### config.mk
export PLATFORM = sky130hd
export DESIGN_NAME = debounced_speed_setpoint_unit
export DESIGN_NICKNAME = d
export VERILOG_FILES = /design/src/sv/dssu_pkg.sv /design/src/sv/debounced_speed_setpoint_unit.sv /design/src/sv/dssu_debounce.sv /design/src/sv/dssu_setpoint.sv
export SDC_FILE = /design/constraint.sdc
export NUM_CORES = 1
export LEC_CHECK = 0
export ABC_AREA = 1
export BUFFER_PORTS_ARGS = -buffer_cell sky130_fd_sc_hd__buf_2
export CAP_MARGIN = 10
export CORE_ASPECT_RATIO = 0.5
export CORE_MARGIN = 5
export CORE_UTILIZATION = 60
export CTS_CLUSTER_DIAMETER = 50
export DETAILED_ROUTE_END_ITERATION = 10
export PLACE_DENSITY = 0.75
export RECOVER_POWER = 25
export SLEW_MARGIN = 20
export SYNTH_ARGS = -nofsm -noshare
export SYNTH_HDL_FRONTEND = slang
export SYNTH_HIERARCHICAL = 1
export SYNTH_SLANG_ARGS = --single-unit
### constraint.sdc
create_clock -name clk -period 11.9 [get_ports clk]
set_input_delay 1.19 -clock clk [delete_from_list [all_inputs] [get_ports clk]]
set_output_delay 1.19 -clock clk [all_outputs]
set_load 0.02 [all_outputs]
### src/sv/dssu_pkg.sv
`default_nettype none

package dssu_pkg;

  // field widths
  localparam int unsigned SPEED_W = 8;
  localparam int unsigned CNT_W   = 8;
  localparam int unsigned TICK_W  = 6;
  localparam int unsigned CFG_W   = 2;

  // reset values of the registers and state
  localparam logic [SPEED_W-1:0] FLOOR_RST        = 8'd0;
  localparam logic [SPEED_W-1:0] CEILING_RST      = 8'd255;
  localparam logic [SPEED_W-1:0] INITIAL_RST      = 8'd0;
  localparam logic [CNT_W-1:0]   RELOAD_RST       = 8'd5;
  localparam logic               RED_RST          = 1'b1;

  // blink bit of the tick counter
  localparam int unsigned BLINK_BIT = 5;

  // configuration register indexes
  typedef enum logic [CFG_W-1:0] {
    CFG_FLOOR           = 2'd0,
    CFG_CEILING         = 2'd1,
    CFG_INITIAL_DRIVE   = 2'd2,
    CFG_DEBOUNCE_RELOAD = 2'd3
  } cfg_idx_t;

  // debounced button events for the setpoint logic
  typedef struct packed {
    logic up_press;
    logic down_press;
    logic set_mode;
  } btn_evt_t;

endpackage

`default_nettype wire

### src/sv/debounced_speed_setpoint_unit.sv
`default_nettype none

// Debounced speed setpoint: each input beat is one poll tick with the raw up,
// down and set-enable levels; each tick gives exactly one result beat with the
// drive value, both LEDs and the debounced set mode. The unit takes one tick
// per clock cycle while the result side does not stall. A tick sits in the
// input register and moves into the result register once that register is
// free; the debouncers and the setpoint state step at that same edge. Stall on
// the result side holds both registers and then stalls the input.
// Configuration writes are always ready; write them only while no tick is in
// flight. Writing the initial drive register also loads the current drive
// value.
module debounced_speed_setpoint_unit
  import dssu_pkg::*;
(
  input  wire logic               clk,
  input  wire logic               rst_n,
  // tick input
  input  wire logic               in_valid,
  output logic                    in_stall,
  input  wire logic               in_raw_up,
  input  wire logic               in_raw_down,
  input  wire logic               in_raw_enable,
  // result output
  output logic                    out_valid,
  input  wire logic               out_stall,
  output logic [SPEED_W-1:0]      out_drive_value,
  output logic                    out_green_led,
  output logic                    out_red_led,
  output logic                    out_set_mode,
  // configuration writes
  input  wire logic               cfg_valid,
  output logic                    cfg_ready,
  input  wire logic [CFG_W-1:0]   cfg_index,
  input  wire logic [SPEED_W-1:0] cfg_data
);

  logic               s1_valid_r;
  logic               s1_up_r;
  logic               s1_down_r;
  logic               s1_en_r;
  logic               out_valid_r;
  logic [SPEED_W-1:0] out_drive_r;
  logic               out_green_r;
  logic               out_red_r;
  logic               out_mode_r;

  logic [SPEED_W-1:0] floor_r;
  logic [SPEED_W-1:0] ceil_r;
  logic [CNT_W-1:0]   reload_r;

  logic               cfg_wr;
  logic               init_load;
  logic               out_free;
  logic               adv;
  logic               in_take;
  btn_evt_t           evt;
  logic               up_lvl;
  logic               up_chg;
  logic               dn_lvl;
  logic               dn_chg;
  logic               en_lvl;
  logic               en_chg;
  logic [SPEED_W-1:0] drive_nxt;
  logic               green_nxt;
  logic               red_nxt;

  // handshake
  assign out_free  = !out_valid_r || !out_stall;
  assign adv       = s1_valid_r && out_free;
  assign in_stall  = s1_valid_r && !adv;
  assign in_take   = in_valid && !in_stall;
  assign cfg_ready = 1'b1;
  assign cfg_wr    = cfg_valid && cfg_ready;

  // configuration register decode
  always_ff @(posedge clk) begin
    if (!rst_n) begin
      floor_r  <= FLOOR_RST;
      ceil_r   <= CEILING_RST;
      reload_r <= RELOAD_RST;
    end else if (cfg_wr) begin
      unique case (cfg_idx_t'(cfg_index))
        CFG_FLOOR:           floor_r  <= cfg_data;
        CFG_CEILING:         ceil_r   <= cfg_data;
        CFG_INITIAL_DRIVE:   ;
        CFG_DEBOUNCE_RELOAD: reload_r <= cfg_data;
        default:             ;
      endcase
    end
  end

  assign init_load = cfg_wr && (cfg_idx_t'(cfg_index) == CFG_INITIAL_DRIVE);

  // input register
  always_ff @(posedge clk) begin
    if (!rst_n) begin
      s1_valid_r <= 1'b0;
    end else if (in_take) begin
      s1_valid_r <= 1'b1;
    end else if (adv) begin
      s1_valid_r <= 1'b0;
    end
  end

  always_ff @(posedge clk) begin
    if (in_take) begin
      s1_up_r   <= in_raw_up;
      s1_down_r <= in_raw_down;
      s1_en_r   <= in_raw_enable;
    end
  end

  // debouncers
  dssu_debounce u_deb_up (
    .clk       (clk),
    .rst_n     (rst_n),
    .adv       (adv),
    .sample    (s1_up_r),
    .reload    (reload_r),
    .level_nxt (up_lvl),
    .changed   (up_chg)
  );

  dssu_debounce u_deb_down (
    .clk       (clk),
    .rst_n     (rst_n),
    .adv       (adv),
    .sample    (s1_down_r),
    .reload    (reload_r),
    .level_nxt (dn_lvl),
    .changed   (dn_chg)
  );

  dssu_debounce u_deb_en (
    .clk       (clk),
    .rst_n     (rst_n),
    .adv       (adv),
    .sample    (s1_en_r),
    .reload    (reload_r),
    .level_nxt (en_lvl),
    .changed   (en_chg)
  );

  // press events: fresh change to the pressed level; set mode follows the enable level
  always_comb begin
    evt.up_press   = up_chg && up_lvl;
    evt.down_press = dn_chg && dn_lvl;
    evt.set_mode   = en_lvl || (en_chg && en_lvl);
  end

  // drive setpoint and leds
  dssu_setpoint u_setpoint (
    .clk        (clk),
    .rst_n      (rst_n),
    .adv        (adv),
    .evt        (evt),
    .floor_val  (floor_r),
    .ceil_val   (ceil_r),
    .init_load  (init_load),
    .init_value (cfg_data),
    .drive_nxt  (drive_nxt),
    .green_nxt  (green_nxt),
    .red_nxt    (red_nxt)
  );

  // result register
  always_ff @(posedge clk) begin
    if (!rst_n) begin
      out_valid_r <= 1'b0;
    end else if (adv) begin
      out_valid_r <= 1'b1;
    end else if (!out_stall) begin
      out_valid_r <= 1'b0;
    end
  end

  always_ff @(posedge clk) begin
    if (adv) begin
      out_drive_r <= drive_nxt;
      out_green_r <= green_nxt;
      out_red_r   <= red_nxt;
      out_mode_r  <= evt.set_mode;
    end
  end

  assign out_valid       = out_valid_r;
  assign out_drive_value = out_drive_r;
  assign out_green_led   = out_green_r;
  assign out_red_led     = out_red_r;
  assign out_set_mode    = out_mode_r;

`ifndef NO_ASSERTIONS
  // the input only stalls while a tick sits in the input register
  a_stall_needs_item: assert property (@(posedge clk) disable iff (!rst_n)
    in_stall |-> s1_valid_r)
    else $error("input stalled with empty input register");

  // a tick leaving the input register shows up as a result next cycle
  a_adv_gives_result: assert property (@(posedge clk) disable iff (!rst_n)
    adv |=> out_valid)
    else $error("advanced tick produced no result");

  // reset empties both stages
  a_reset_empty: assert property (@(posedge clk)
    !rst_n |=> (!out_valid && !s1_valid_r))
    else $error("pipeline not empty after reset");

  // a held result is never overwritten by a new tick
  a_no_overwrite: assert property (@(posedge clk) disable iff (!rst_n)
    (out_valid && out_stall) |-> !adv)
    else $error("result register loaded while stalled");
`endif

endmodule

`default_nettype wire

### src/sv/dssu_debounce.sv
`default_nettype none

module dssu_debounce
  import dssu_pkg::*;
(
  input  wire logic             clk,
  input  wire logic             rst_n,
  input  wire logic             adv,
  input  wire logic             sample,
  input  wire logic [CNT_W-1:0] reload,
  output logic                  level_nxt,
  output logic                  changed
);

  logic             level_r;
  logic [CNT_W-1:0] cnt_r;
  logic [CNT_W-1:0] cnt_nxt;

  // counter debouncer: reload on match, count down on mismatch, take level at zero
  always_comb begin
    level_nxt = level_r;
    changed   = 1'b0;
    if (sample == level_r) begin
      cnt_nxt = reload;
    end else if (cnt_r == '0) begin
      level_nxt = sample;
      changed   = 1'b1;
      cnt_nxt   = reload;
    end else begin
      cnt_nxt = cnt_r - 1'b1;
    end
  end

  // state update on each tick
  always_ff @(posedge clk) begin
    if (!rst_n) begin
      level_r <= 1'b0;
      cnt_r   <= '0;
    end else if (adv) begin
      level_r <= level_nxt;
      cnt_r   <= cnt_nxt;
    end
  end

endmodule

`default_nettype wire

### src/sv/dssu_setpoint.sv
`default_nettype none

module dssu_setpoint
  import dssu_pkg::*;
(
  input  wire logic               clk,
  input  wire logic               rst_n,
  input  wire logic               adv,
  input  wire btn_evt_t           evt,
  input  wire logic [SPEED_W-1:0] floor_val,
  input  wire logic [SPEED_W-1:0] ceil_val,
  input  wire logic               init_load,
  input  wire logic [SPEED_W-1:0] init_value,
  output logic [SPEED_W-1:0]      drive_nxt,
  output logic                    green_nxt,
  output logic                    red_nxt
);

  logic [SPEED_W-1:0] drive_r;
  logic [TICK_W-1:0]  tick_r;
  logic [TICK_W-1:0]  tick_nxt;
  logic               green_r;
  logic               red_r;
  logic [SPEED_W-1:0] drive_dn;
  logic [SPEED_W-1:0] drive_up;

  // in set mode: down first, then up, each one step toward its limit
  always_comb begin
    tick_nxt = tick_r + 1'b1;
    drive_dn = (evt.down_press && (drive_r > floor_val)) ? drive_r - 1'b1 : drive_r;
    drive_up = (evt.up_press && (drive_dn < ceil_val)) ? drive_dn + 1'b1 : drive_dn;
    drive_nxt = drive_r;
    green_nxt = green_r;
    red_nxt   = red_r;
    if (evt.set_mode) begin
      drive_nxt = drive_up;
      green_nxt = tick_nxt[BLINK_BIT];
      red_nxt   = (drive_up == floor_val) || (drive_up == ceil_val);
    end
  end

  // setpoint state, loaded from the initial drive register on write
  always_ff @(posedge clk) begin
    if (!rst_n) begin
      drive_r <= INITIAL_RST;
      tick_r  <= '0;
      green_r <= 1'b0;
      red_r   <= RED_RST;
    end else begin
      if (adv) begin
        drive_r <= drive_nxt;
        tick_r  <= tick_nxt;
        green_r <= green_nxt;
        red_r   <= red_nxt;
      end
      if (init_load) begin
        drive_r <= init_value;
      end
    end
  end

endmodule

`default_nettype wire
---- Yosys cells after proc, flatten, opt, wreduce, memory -nomap -nowiden ----
Index checks and enable logic that the tools add are counted.
cells by class
  reductions and logical operators ........ 25
  $lt $le $gt $ge ......................... 2
  add/sub/neg operators ................... 6
  eq/ne operators ......................... 9
  mux-type cells .......................... 29
operator list
  operator                                          number
  two-way mux 8 bit                                 11
  subtractor 8 x 1 -> 8 bit, second input constant  4
  logical NOT 8 bit                                 3
  two-way mux 1 bit                                 18
  == test 8 bit                                     2
  logical AND 1 bit                                 9
  adder 8 x 1 -> 8 bit, second input constant       1
  greater-than comparator 8 bit                     1
  less-than comparator 8 bit                        1
  adder 6 x 1 -> 6 bit, second input constant       1
  AND reduction 2 bit                               3
  == test 2 bit, second input constant              2
  logical NOT 1 bit                                 4
  nonzero test 2 bit                                2
  == test 1 bit                                     3
  logical OR 1 bit                                  3
  == test 2 x 1 -> 1 bit, second input constant     1
  logical NOT 2 bit                                 1
  != test 2 x 1 -> 1 bit, second input constant     1
storage, ports and cells
  register bits ........................... 83
  word-level logic and storage cells ...... 93
  output and inout bits ................... 14

---- Logic depth before layout (Yosys ltp) ----
Gate-level depths: netlist of run 1.
  word-level depth ........................ 12
  mapped depth ............................ 31

---- Hierarchy ----
The synthesis of run 1 kept the hierarchy.
by module, submodules not included
  module                         seq. area each (um^2)  times used  area each (um^2)  cells each
  dssu_setpoint                  320.3                  1           2138.3            362
  dssu_debounce                  180.2                  3           661.9             102
  debounced_speed_setpoint_unit  940.9                  1           1592.8            174

---- Worst setup path before layout of run 1 ----
OpenSTA, ideal clock, no wires.
  kind .................................... register to register
  start point ............................. register u_deb_down.cnt_r[0]
  end point ............................... register out_red_r (netlist: out_red_led), data pin
  period minus slack after synthesis ...... 3.808 ns
  buffers on the path ..................... 2
  data required time ...................... 11.645 ns
  data arrival time ....................... 3.554 ns
  setup time .............................. 0.255 ns
  path slack .............................. 8.092 ns
  stages on the path, launching flop included .. 28
  cell sequence ........................... dfxtp_1 > inv_1 > ha_1 > nand2_1 > nor2_2 > o21ai_0 > nand2_1 > inv_1 > a21boi_2 > nand2_2 > buf_6 > inv_2 > nand2_1 > o21ai_0 > inv_1 > ha_1 > nand2_1 > nor2_1 > a211oi_2 > buf_2 > nand4_1 > nand3_1 > nand2_1 > nand2_1 > nor2_1 > nand2_1 > nand3_2 > and2_1
RTL lines
  item                      RTL line                              RTL
  start: declaration        dssu_debounce.sv:16                   logic [CNT_W-1:0] cnt_r;
  start signal: assignment  dssu_debounce.sv:41                   cnt_r <= cnt_nxt;
  end signal: assignment    debounced_speed_setpoint_unit.sv:182  out_red_r <= red_nxt;
  end: declaration          debounced_speed_setpoint_unit.sv:45   logic out_red_r;

==> results of run 1 <==
-- placed cells by master (no fill, tap or decap), types with 9 or more instances in the layout --
master       n
a21oi_1     45
a21oi_2      9
buf_2       26
clkbuf_16   10
dfxtp_1     69
edfxtp_1    14
ha_1        24
inv_1      117
nand2_1    232
nand2_2      9
nand3_1     89
nand4_1     22
nor2_1      67
o21ai_0     25
o21ai_2     10
xor2_1      13
-- metrics by stage --
step	instances	utilization, %	cell area, um2	hold WS, ps
4_1_cts	985	65.6	6130	486
3_3_place_gp	969	62.3	5830	470
6_report	985	65.5	6120	495
2_1_floorplan	841	-	5710	432
3_5_place_dp	969	62.3	5830	473
5_1_grt	985	65.5	6120	508
-- area by class of cell --
cell class,instances,area share (%)
multi-input cells,610,53.0
flip-flops and latches,83,29.4
inverters,123,7.54
clock buffers,11,4.15
repair buffers,32,2.55
well taps,121,2.47
clock inverters,5,0.817
-- how the worst max path moves through the flow --
stage             endpoint                start  cells after the start
3_5_place_dp   out_red_led  u_deb_down/cnt_r[0]                     27
2_1_floorplan  out_red_led  u_deb_down/cnt_r[0]                     27
6_report       out_red_led  u_deb_down/cnt_r[0]                     27
3_3_place_gp   out_red_led  u_deb_down/cnt_r[0]                     27
4_1_cts        out_red_led  u_deb_down/cnt_r[0]                     27
5_1_grt        out_red_led  u_deb_down/cnt_r[0]                     27
-- routing by layer --
metal	part of all wire (%)	wire, um	up-vias	track usage, %
li1	-	-	2743	-
met1	45	6440	2482	33.3
met2	46	6500	193	41.7
met5	0	0	-	0
met4	2.7	392	0	9.22
met3	6.6	945	37	4.22
-- critical path: stages, from the launching register on --
cell and delay, ps:
dfxtp_1 340, inv_1 90, ha_1 200, nand2_1 130, nor2_2 70, o21ai_0 180, nand2_1 90, inv_1 100
a21boi_2 270, nand2_2 220, inv_2 130, nand2_1 50, o21ai_0 140, inv_1 140, ha_1 350, nand2_1 110
nor2_1 70, a211oi_4 590, nand3_2 270, nand2_1 190, nand2_1 110, nand2_1 70, nand2_1 40, nand2_1 50
nor2_1 40, nand2_1 60, nand3_2 80, and2_1 150
-- power by group --
group	total, W	internal (W)	switching (W)
clock network	0.000286	0.000174	0.000112
logic	0.000216	0.0000712	0.000144
registers	0.000325	0.000306	0.0000198
total	0.000827	0.000551	0.000276
-- state kept, by name (all words and copies together), names as in the netlist, 6 cells and up --
signal              flops
ceil_r                  8
floor_r                 8
out_drive_value         8
reload_r                8
u_deb_down/cnt_r        8
u_deb_en/cnt_r          8
u_deb_up/cnt_r          8
u_setpoint/drive_r      8
u_setpoint/tick_r       6
==> summary.md, run 1 <==
| Metric | Value |
|---|---|
| WL/cell | `about 14 um` |
| Antenna Cells | `0` |
| IO Port Bufs | `30` |
| Synth Instances | `approximately 840` |
| Pwr Total | `0.000827 W` |
| Antenna Nets Post-Route | `0` |
| Required @ worst endpoint | `~12,000 ps` |
| H-tree depth | `3` |
| Clk_lat worst skew | `340 ps` |
| Die Height | `roughly 80 um` |
| Avg Cell Area, Syn | `between 6 and 7 um2` |
| Critical-path maximum fanout | `17` |
| R2R Setup Slk | `roughly 7300 ps` |
| Worst slew margin | `-16.9%` |
| Endpoint, Worst Hold | `out_valid` |
| Share of cells above drive strength 1 | `approximately 12%` |
| Hold Startpoint | `out_valid` |
| Final hold vios | `0` |
| Final WS setup | `between 7000 and 8000 ps` |
| Run status | `finished with violations` |
| Fin crit share | `slightly below 40%` |
| Crit. End Element | `flip-flop` |
| Syn nets | `approximately 880` |
| Nets | `about 900` |
| Root buf cell | `clkbuf_16` |
| Grt ovf | `0` |
| DRC viols | `0` |
| Startpoint Class | `flip-flop` |
| Initial core utilization | `around three fifths` |
| Post-Syn Area | `around 5700 um2` |
| Crit Path Category | `reg2reg` |
| Hold Buf Count CTS | `0` |
| Starting DRT DRC Count | `about 450` |
| Resized cells post-CTS | `0` |
| P per Cell Area | `around 140 nW/um2` |
| Worst-path clk slew | `~60 ps` |
| Die X-Extent | `around 150 um` |
| Placer's final routability congestion estimate | `between 0.9 and 1` |
| Routed via count | `5,455` |
| Number of global-route vias before repair | `between 4,000 and 5,000` |
| Multi-input logic area | `approximately 3200 um2` |
| Failing checks | `capacitance limit, slew limit` |
| Area of the core | `~9400 um2` |
| Fillers | `836` |
| Num rows | `25` |
| Synth Warn # | `6` |
| VDD IR max | `between 0.00006 and 0.00007 V` |
| Setup WS pre-CTS | `7170 ps` |
| Total CTS buffers | `9` |
| Via density | `between 5 and 6` |
| Leak | `roughly 3 nW` |
| Hold path cells | `2` |
| Reg area | `between 1500 and 2000 um2` |
| Final min period | `~4600 ps` |
| First-pass GRT wire length | `23,800 um` |
| Post-CTS Setup Bufs | `0` |
| Max Fclk | `between 200 and 250 MHz` |
| CTS tree | `built` |
| Actual slew at the worst max-slew pin | `roughly 1800 ps` |
| P&R area growth vs syn | `7.21%` |
| Detailed Route WL | `approximately 14,000 um` |
| Clk sinks | `83` |
| Worst hold-check path type | `reg2reg` |
| DP HPWL | `between 10,000 and 15,000 um` |
| DRT Pass-1 Iters | `6` |
| Largest net degree at the start of global routing | `50` |
| R2r endpoint | `out_red_led` |
| GRT Util Overall | `25.2%` |
| R2R depth | `27` |
| Setup Skew | `between 3 and 4 ps` |
| Reg2reg start | `u_deb_down/cnt_r[0]` |
| DIE AREA | `11,700 um2` |
| I/O pins | `32` |
| Max Cap Viol | `1` |
| Final TNS setup | `0 ps` |
| RSZ-0062 raised after global routing | `false` |
| Max-slew violation count | `39` |
| CP arrival | `4700 ps` |
| Bufs on Longest Clock Path | `2` |
| Final setup viols | `0` |
| Initial antenna violation count | `0` |
Power figures use the tool's default switching activity.
==> run 2, diff against run 1 <==
==> constraint.sdc (replaced) <==
create_clock -name clk -period 4.5 [get_ports clk]
set_input_delay 0.45 -clock clk [delete_from_list [all_inputs] [get_ports clk]]
set_output_delay 0.45 -clock clk [all_outputs]
set_load 0.02 [all_outputs]
==> run 2 against run 1 <==
The run still ends with capacitance limit, slew limit left. Cell count rose by 0.30%. Cell area rose by 0.57%. Register-to-register slack got worse by 6900 ps. Critical endpoint unchanged.
==> summary.md, run 2 (same netlist as run 1, synthesis figures left out) <==
| Metric | Value |
|---|---|
| Routed via count | `5,371 (-1.5%)` |
| Fin crit share | `90.7% (+52 points)` |
| Most frequent cells in the layout | `232 x nand2_1, 117 x inv_1, 89 x nand3_1` |
| Die Height | `79.0 um (unchanged)` |
| Largest net degree at the start of global routing | `39 (-22%)` |
| Num rows | `25 (unchanged)` |
| Critical Path Slowest Stage Cell | `o21ai_0` |
| DIE AREA | `11,700 um2 (unchanged)` |
| VDD IR max | `0.000159 V (+130%)` |
| Required @ worst endpoint | `4600 ps (-7400 ps)` |
| Clk sinks | `83 (unchanged)` |
| P&R area growth vs syn | `7.82%` |
| Final setup viols | `0 (unchanged)` |
| Grt ovf | `0 (unchanged)` |
| Fillers | `847 (+1.3%)` |
| First-pass GRT wire length | `23,900 um (+0.55%)` |
| P per Cell Area | `356 nW/um2 (+160%)` |
| Nets | `904 (+0.33%)` |
| Most used cell, CP | `nand2_1` |
| WL/cell | `14.5 um (+0.23%)` |
| Commonest non-fill, non-tap cell in the layout | `nand2_1` |
| Max Cap Viol | `1 (unchanged)` |
| RSZ-0062 raised after global routing | `false` |
| Worst-path clk slew | `60 ps (about the same)` |
| Max Fclk | `245 MHz (+13%)` |
| Actual slew at the worst max-slew pin | `1710 ps (-39.4 ps)` |
| DRC viols | `0 (unchanged)` |
| Initial core utilization | `61.1% (unchanged)` |
| Worst Setup SP | `u_deb_down/cnt_r[0]` |
| Worst hold-check path type | `in2reg` |
| Final min period | `4080 ps (-519 ps)` |
| GRT Util Overall | `25.4% (+0.28 points)` |
| Crit Path Category | `reg2reg` |
| Placer's final routability congestion estimate | `0.980 (-0.96%)` |
| CP arrival | `4190 ps (-510 ps)` |
| Root buf cell | `clkbuf_16` |
| Number of global-route vias before repair | `4,861 (-2.6%)` |
| DP HPWL | `10,500 um (+0.88%)` |
| Fin area | `6160 um2 (+0.57%)` |
| Final hold vios | `0 (unchanged)` |
| Reg area | `1800 um2 (unchanged)` |
| IO Port Bufs | `30 (unchanged)` |
| Reg2reg start | `u_deb_down/cnt_r[0]` |
| Fin util | `65.8% (+0.37 points)` |
| Leak | `3.02 nW (+0.76%)` |
| Via density | `5.44 (-1.8%)` |
| Antenna Nets Post-Route | `0 (unchanged)` |
| Max incr delay on CP | `430 ps (-160 ps)` |
| Multi-input logic area | `3250 um2 (+0.15%)` |
| Starting DRT DRC Count | `451 (-0.66%)` |
| DRT Pass-1 Iters | `7 (+1)` |
| I/O pins | `32 (unchanged)` |
| Bufs on Longest Clock Path | `2 (unchanged)` |
| Antenna Cells | `0 (unchanged)` |
| Hold Startpoint | `in_raw_enable` |
| Final TNS setup | `0 ps (unchanged)` |
| Crit. End Element | `flip-flop` |
| Placed inst area | `5850 um2 (+0.39%)` |
| Critical-path maximum fanout | `17 (unchanged)` |
| Startpoint Class | `flip-flop` |
| Initial antenna violation count | `0 (unchanged)` |
| Worst slew margin | `-14.2% (+2.6 points)` |
| Total CTS buffers | `9 (unchanged)` |
| Max-slew violation count | `39 (unchanged)` |
| Setup Skew | `7.25 ps (+3.36 ps)` |
| Clk_lat worst skew | `340 ps (about the same)` |
| Run status | `finished with violations` |
| Failing checks | `capacitance limit, slew limit` |
| H-tree depth | `3 (unchanged)` |
| Detailed Route WL | `14,300 um (+0.53%)` |
| Area of the core | `9350 um2 (unchanged)` |
| Hold Buf Count CTS | `0 (unchanged)` |
| Share of cells above drive strength 1 | `12.6% (+0.30 points)` |
| CTS tree | `built` |
| Die X-Extent | `148 um (unchanged)` |
-- run 2: layout make-up --
type                    count  share of cell area [%]
repair buffers             35                    3.01
well taps                 121                    2.46
clock buffers              12                    4.16
inverters                 123                    7.50
multi-input cells         610                    52.8
clock inverters             4                   0.792
flip-flops and latches     83                    29.3
-- run 2: timing repair --
action,4_1_cts,5_1_grt
buffers inserted,0,0
resized for setup,0,3
endpoints found under the setup margin,0,1
-- run 2: per-stage QoR --
stage,worst slack (ps),hold slack (ps),std cells,total power (W)
6_report,417,287,988,0.00219
3_5_place_dp,339,473,972,0.00144
3_3_place_gp,489,452,972,0.00142
2_1_floorplan,692,432,841,0.00132
5_1_grt,25.4,278,988,0.00232
4_1_cts,313,279,988,0.00219
-- run 2: power by group --
part	switching [W]	internal (W)
sequential	0.0000510	0.000808
clock	0.000298	0.000459
combinational	0.000385	0.000192
-- run 2: metal layers --
layer	track usage, %	wire [um]	up-vias	share of wire (%)
li1	-	-	2745	-
met1	34.4	6780	2441	47
met2	41.2	6460	162	45
met3	5.42	825	23	5.7
met4	7.83	278	0	1.9
met5	0	0	-	0
-- run 2: worst paths after layout --
check	to	slack, ps	cells after the start
worst min register to register	u_setpoint/red_r	480	2
worst max register to register	out_red_led	420	26
worst max-delay path	out_red_led	420	26
worst min-delay path	s1_en_r	290	1
-- run 2: worst max-delay path, delay by kind of cell (launching register included) --
| kind | cells | cell delay (ps) |
|---|---|---|
| AND/OR/NAND/NOR | 19 | 1870 |
| AO/OA/AOI/OAI | 3 | 890 |
| flip-flops | 1 | 350 |
| adder cells (fa/ha/maj) | 2 | 540 |
| buffers and inverters | 2 | 210 |
==> run 3, diff against run 2 <==
--- a/config.mk
+++ b/config.mk
@@ -8,12 +8,14 @@
 export ABC_AREA = 1
 export BUFFER_PORTS_ARGS = -buffer_cell sky130_fd_sc_hd__buf_2
 export CAP_MARGIN = 10
+export CELL_PAD_IN_SITES_DETAIL_PLACEMENT = 1
+export CELL_PAD_IN_SITES_GLOBAL_PLACEMENT = 1
 export CORE_ASPECT_RATIO = 0.5
 export CORE_MARGIN = 5
-export CORE_UTILIZATION = 60
+export CORE_UTILIZATION = 45
 export CTS_CLUSTER_DIAMETER = 50
 export DETAILED_ROUTE_END_ITERATION = 10
-export PLACE_DENSITY = 0.75
+export PLACE_DENSITY = 0.77
 export RECOVER_POWER = 25
 export SLEW_MARGIN = 20
 export SYNTH_ARGS = -nofsm -noshare
==> run 3 against run 2 <==
Count of clock-buffer cells in the layout stayed put. First-iteration DRC count is 42% lower. The run still ends with capacitance limit, slew limit left. Register-to-register slack worse by 20 ps. Cell count is 5.6% higher. Largest cell class unchanged. Sequential power hardly changed. Routed wire length is 20% higher. Maximum frequency is 0.57% lower. Critical path depth is 2 higher. Critical endpoint unchanged. Clock skew is 1.5 ps lower. Sequential share of layout area is 0.50 points lower.
==> summary.md, run 3 (same netlist as run 1, synthesis figures left out) <==
| Metric | Value |
|---|---|
| Final hold vios | `0 (unchanged)` |
| Clk_lat worst skew | `340 ps (about the same)` |
| Fin crit share | `91.3% (+0.52 points)` |
| Critical Path Slowest Stage Cell | `dfxtp_1` |
| DRC viols | `0 (unchanged)` |
| Fillers | `1,708 (+100%)` |
| Initial core utilization | `45.5% (-16 points)` |
| Grt ovf | `0 (unchanged)` |
| Fin util | `49.9% (-16 points)` |
| Die Height | `89.7 um (+14%)` |
| GRT Util Overall | `22.9% (-2.6 points)` |
| Hold path cells | `1 (unchanged)` |
| Failing checks | `capacitance limit, slew limit` |
| Crit Path Category | `reg2reg` |
| First-pass GRT wire length | `27,600 um (+15%)` |
| Die X-Extent | `169 um (+14%)` |
| Placer's final routability congestion estimate | `0.867 (-11%)` |
| Endpoint, Worst Hold | `s1_en_r` |
| P&R area growth vs syn | `9.70%` |
| Antenna Nets Post-Route | `0 (unchanged)` |
| Via density | `5.25 (-3.4%)` |
| Num rows | `29 (+16%)` |
| Dpl cells | `1,022 (+5.1%)` |
| Required @ worst endpoint | `4590 ps (about the same)` |
| R2r endpoint | `out_red_led` |
| Worst hold-check path type | `in2reg` |
| Worst Setup SP | `u_deb_down/cnt_r[0]` |
| Most frequent cells in the layout | `231 x nand2_1, 117 x inv_1, 89 x nand3_1` |
| Final TNS setup | `0 ps (unchanged)` |
| Detailed Route WL | `17,100 um (+20%)` |
| Largest net degree at the start of global routing | `39 (unchanged)` |
| Crit. End Element | `flip-flop` |
| Final min period | `4110 ps (+23.2 ps)` |
| Setup Skew | `5.71 ps (-1.54 ps)` |
| Starting DRT DRC Count | `261 (-42%)` |
| IO Port Bufs | `30 (unchanged)` |
| Antenna Cells | `0 (unchanged)` |
| Hold Startpoint | `in_raw_enable` |
| Root buf cell | `clkbuf_16` |
| Hold Buf Count CTS | `0 (unchanged)` |
| I/O pins | `32 (unchanged)` |
| WL/cell | `16.4 um (+13%)` |
| R2R Setup Slk | `390 ps (-20 ps)` |
| Reg area | `1800 um2 (unchanged)` |
| Routed via count | `5,479 (+2.0%)` |
| H-tree depth | `3 (unchanged)` |
| Clk sinks | `83 (unchanged)` |
| Max-slew violation count | `39 (unchanged)` |
| Actual slew at the worst max-slew pin | `1910 ps (+198 ps)` |
| Worst-path clk slew | `60 ps (about the same)` |
| Max Fclk | `244 MHz (-0.57%)` |
| Run status | `finished with violations` |
| WHS | `289 ps (+1.79 ps)` |
| Initial antenna violation count | `0 (unchanged)` |
| Critical-path maximum fanout | `11 (-6)` |
| CTS tree | `built` |
| Multi-input logic area | `3260 um2 (about the same)` |
| Most used cell, CP | `nand2_1` |
| Worst slew margin | `-27.4% (-13 points)` |
| DP HPWL | `12,900 um (+22%)` |
| Area of the core | `12,600 um2 (+34%)` |
| Fin area | `6270 um2 (+1.7%)` |
| Bufs on Longest Clock Path | `2 (unchanged)` |
| Leak | `3.04 nW (+0.84%)` |
| Final setup viols | `0 (unchanged)` |
| Commonest non-fill, non-tap cell in the layout | `nand2_1` |
| DIE AREA | `15,200 um2 (+30%)` |
| Share of cells above drive strength 1 | `13.2% (+0.60 points)` |
| Total CTS buffers | `9 (unchanged)` |
| Number of global-route vias before repair | `5,475 (+13%)` |
| R2R depth | `28 (+7.7%)` |
| Reg2reg start | `u_deb_down/cnt_r[0]` |
| CP arrival | `4200 ps (about the same)` |
| RSZ-0062 raised after global routing | `false` |
| Startpoint Class | `flip-flop` |
| Max incr delay on CP | `340 ps (-90 ps)` |
| Finished Layout Cells | `1,043 (+5.6%)` |
| DRT Pass-1 Iters | `5 (-2)` |
| Nets | `910 (+0.66%)` |
| Placed inst area | `5920 um2 (+1.2%)` |
| P per Cell Area | `354 nW/um2 (-0.63%)` |
| Max Cap Viol | `1 (unchanged)` |
| VDD IR max | `0.000212 V (+33%)` |
==> run 3: layout make-up <==
type,instances,share of cell area (%)
multi-input cells,610,52.0
flip-flops and latches,83,28.8
inverters,123,7.37
clock inverters,4,0.739
repair buffers,41,3.67
well taps,170,3.39
clock buffers,12,4.11
==> run 3: how the worst max path moves through the flow <==
stage                        endpoint  slack (ps)  cells past startpoint
after floorplan           out_red_led         690                     27
after global placement    out_red_led         430                     28
after detailed placement  out_red_led         260                     28
after CTS                 out_red_led         240                     28
after global routing      out_red_led          20                     25
final                     out_red_led         390                     28
==> run 3: critical path, delay by kind of cell (launching register included) <==
family                     cells  cell delay (ps)
DFF                            1              340
adders and majority gates      2              530
buffers and inverters          5              610
AOI/OAI and AO/OA              4              780
and+or+nand+nor               17             1580
==> run 3: timing repair <==
| item | CTS | global route |
|---|---|---|
| resized for setup | 0 | 4 |
| setup endpoints to repair | 0 | 4 |
| setup buffers | 0 | 5 |
==> run 3: through the flow <==
stage	power, W	setup slack, ps
floorplan	0.00132	692
global placement	0.00144	427
detailed placement	0.00146	256
CTS	0.00223	235
global route	0.00235	17.1
finish	0.00222	394
==> run 3: power breakdown <==
group          switching (W)  internal [W]  total (W)
registers          0.0000535      0.000808   0.000862
clock network       0.000297      0.000463   0.000760
logic               0.000401      0.000195   0.000596
==> run 3: routing by layer <==
| layer | up-vias | track usage [%] | share of wire (%) |
|---|---|---|---|
| li1 | 2751 | - | - |
| met1 | 2637 | 29.4 | 47 |
| met2 | 69 | 40.4 | 48 |
| met3 | 22 | 3.37 | 2.2 |
| met4 | 0 | 7.45 | 2.1 |
| met5 | - | 0 | 0 |
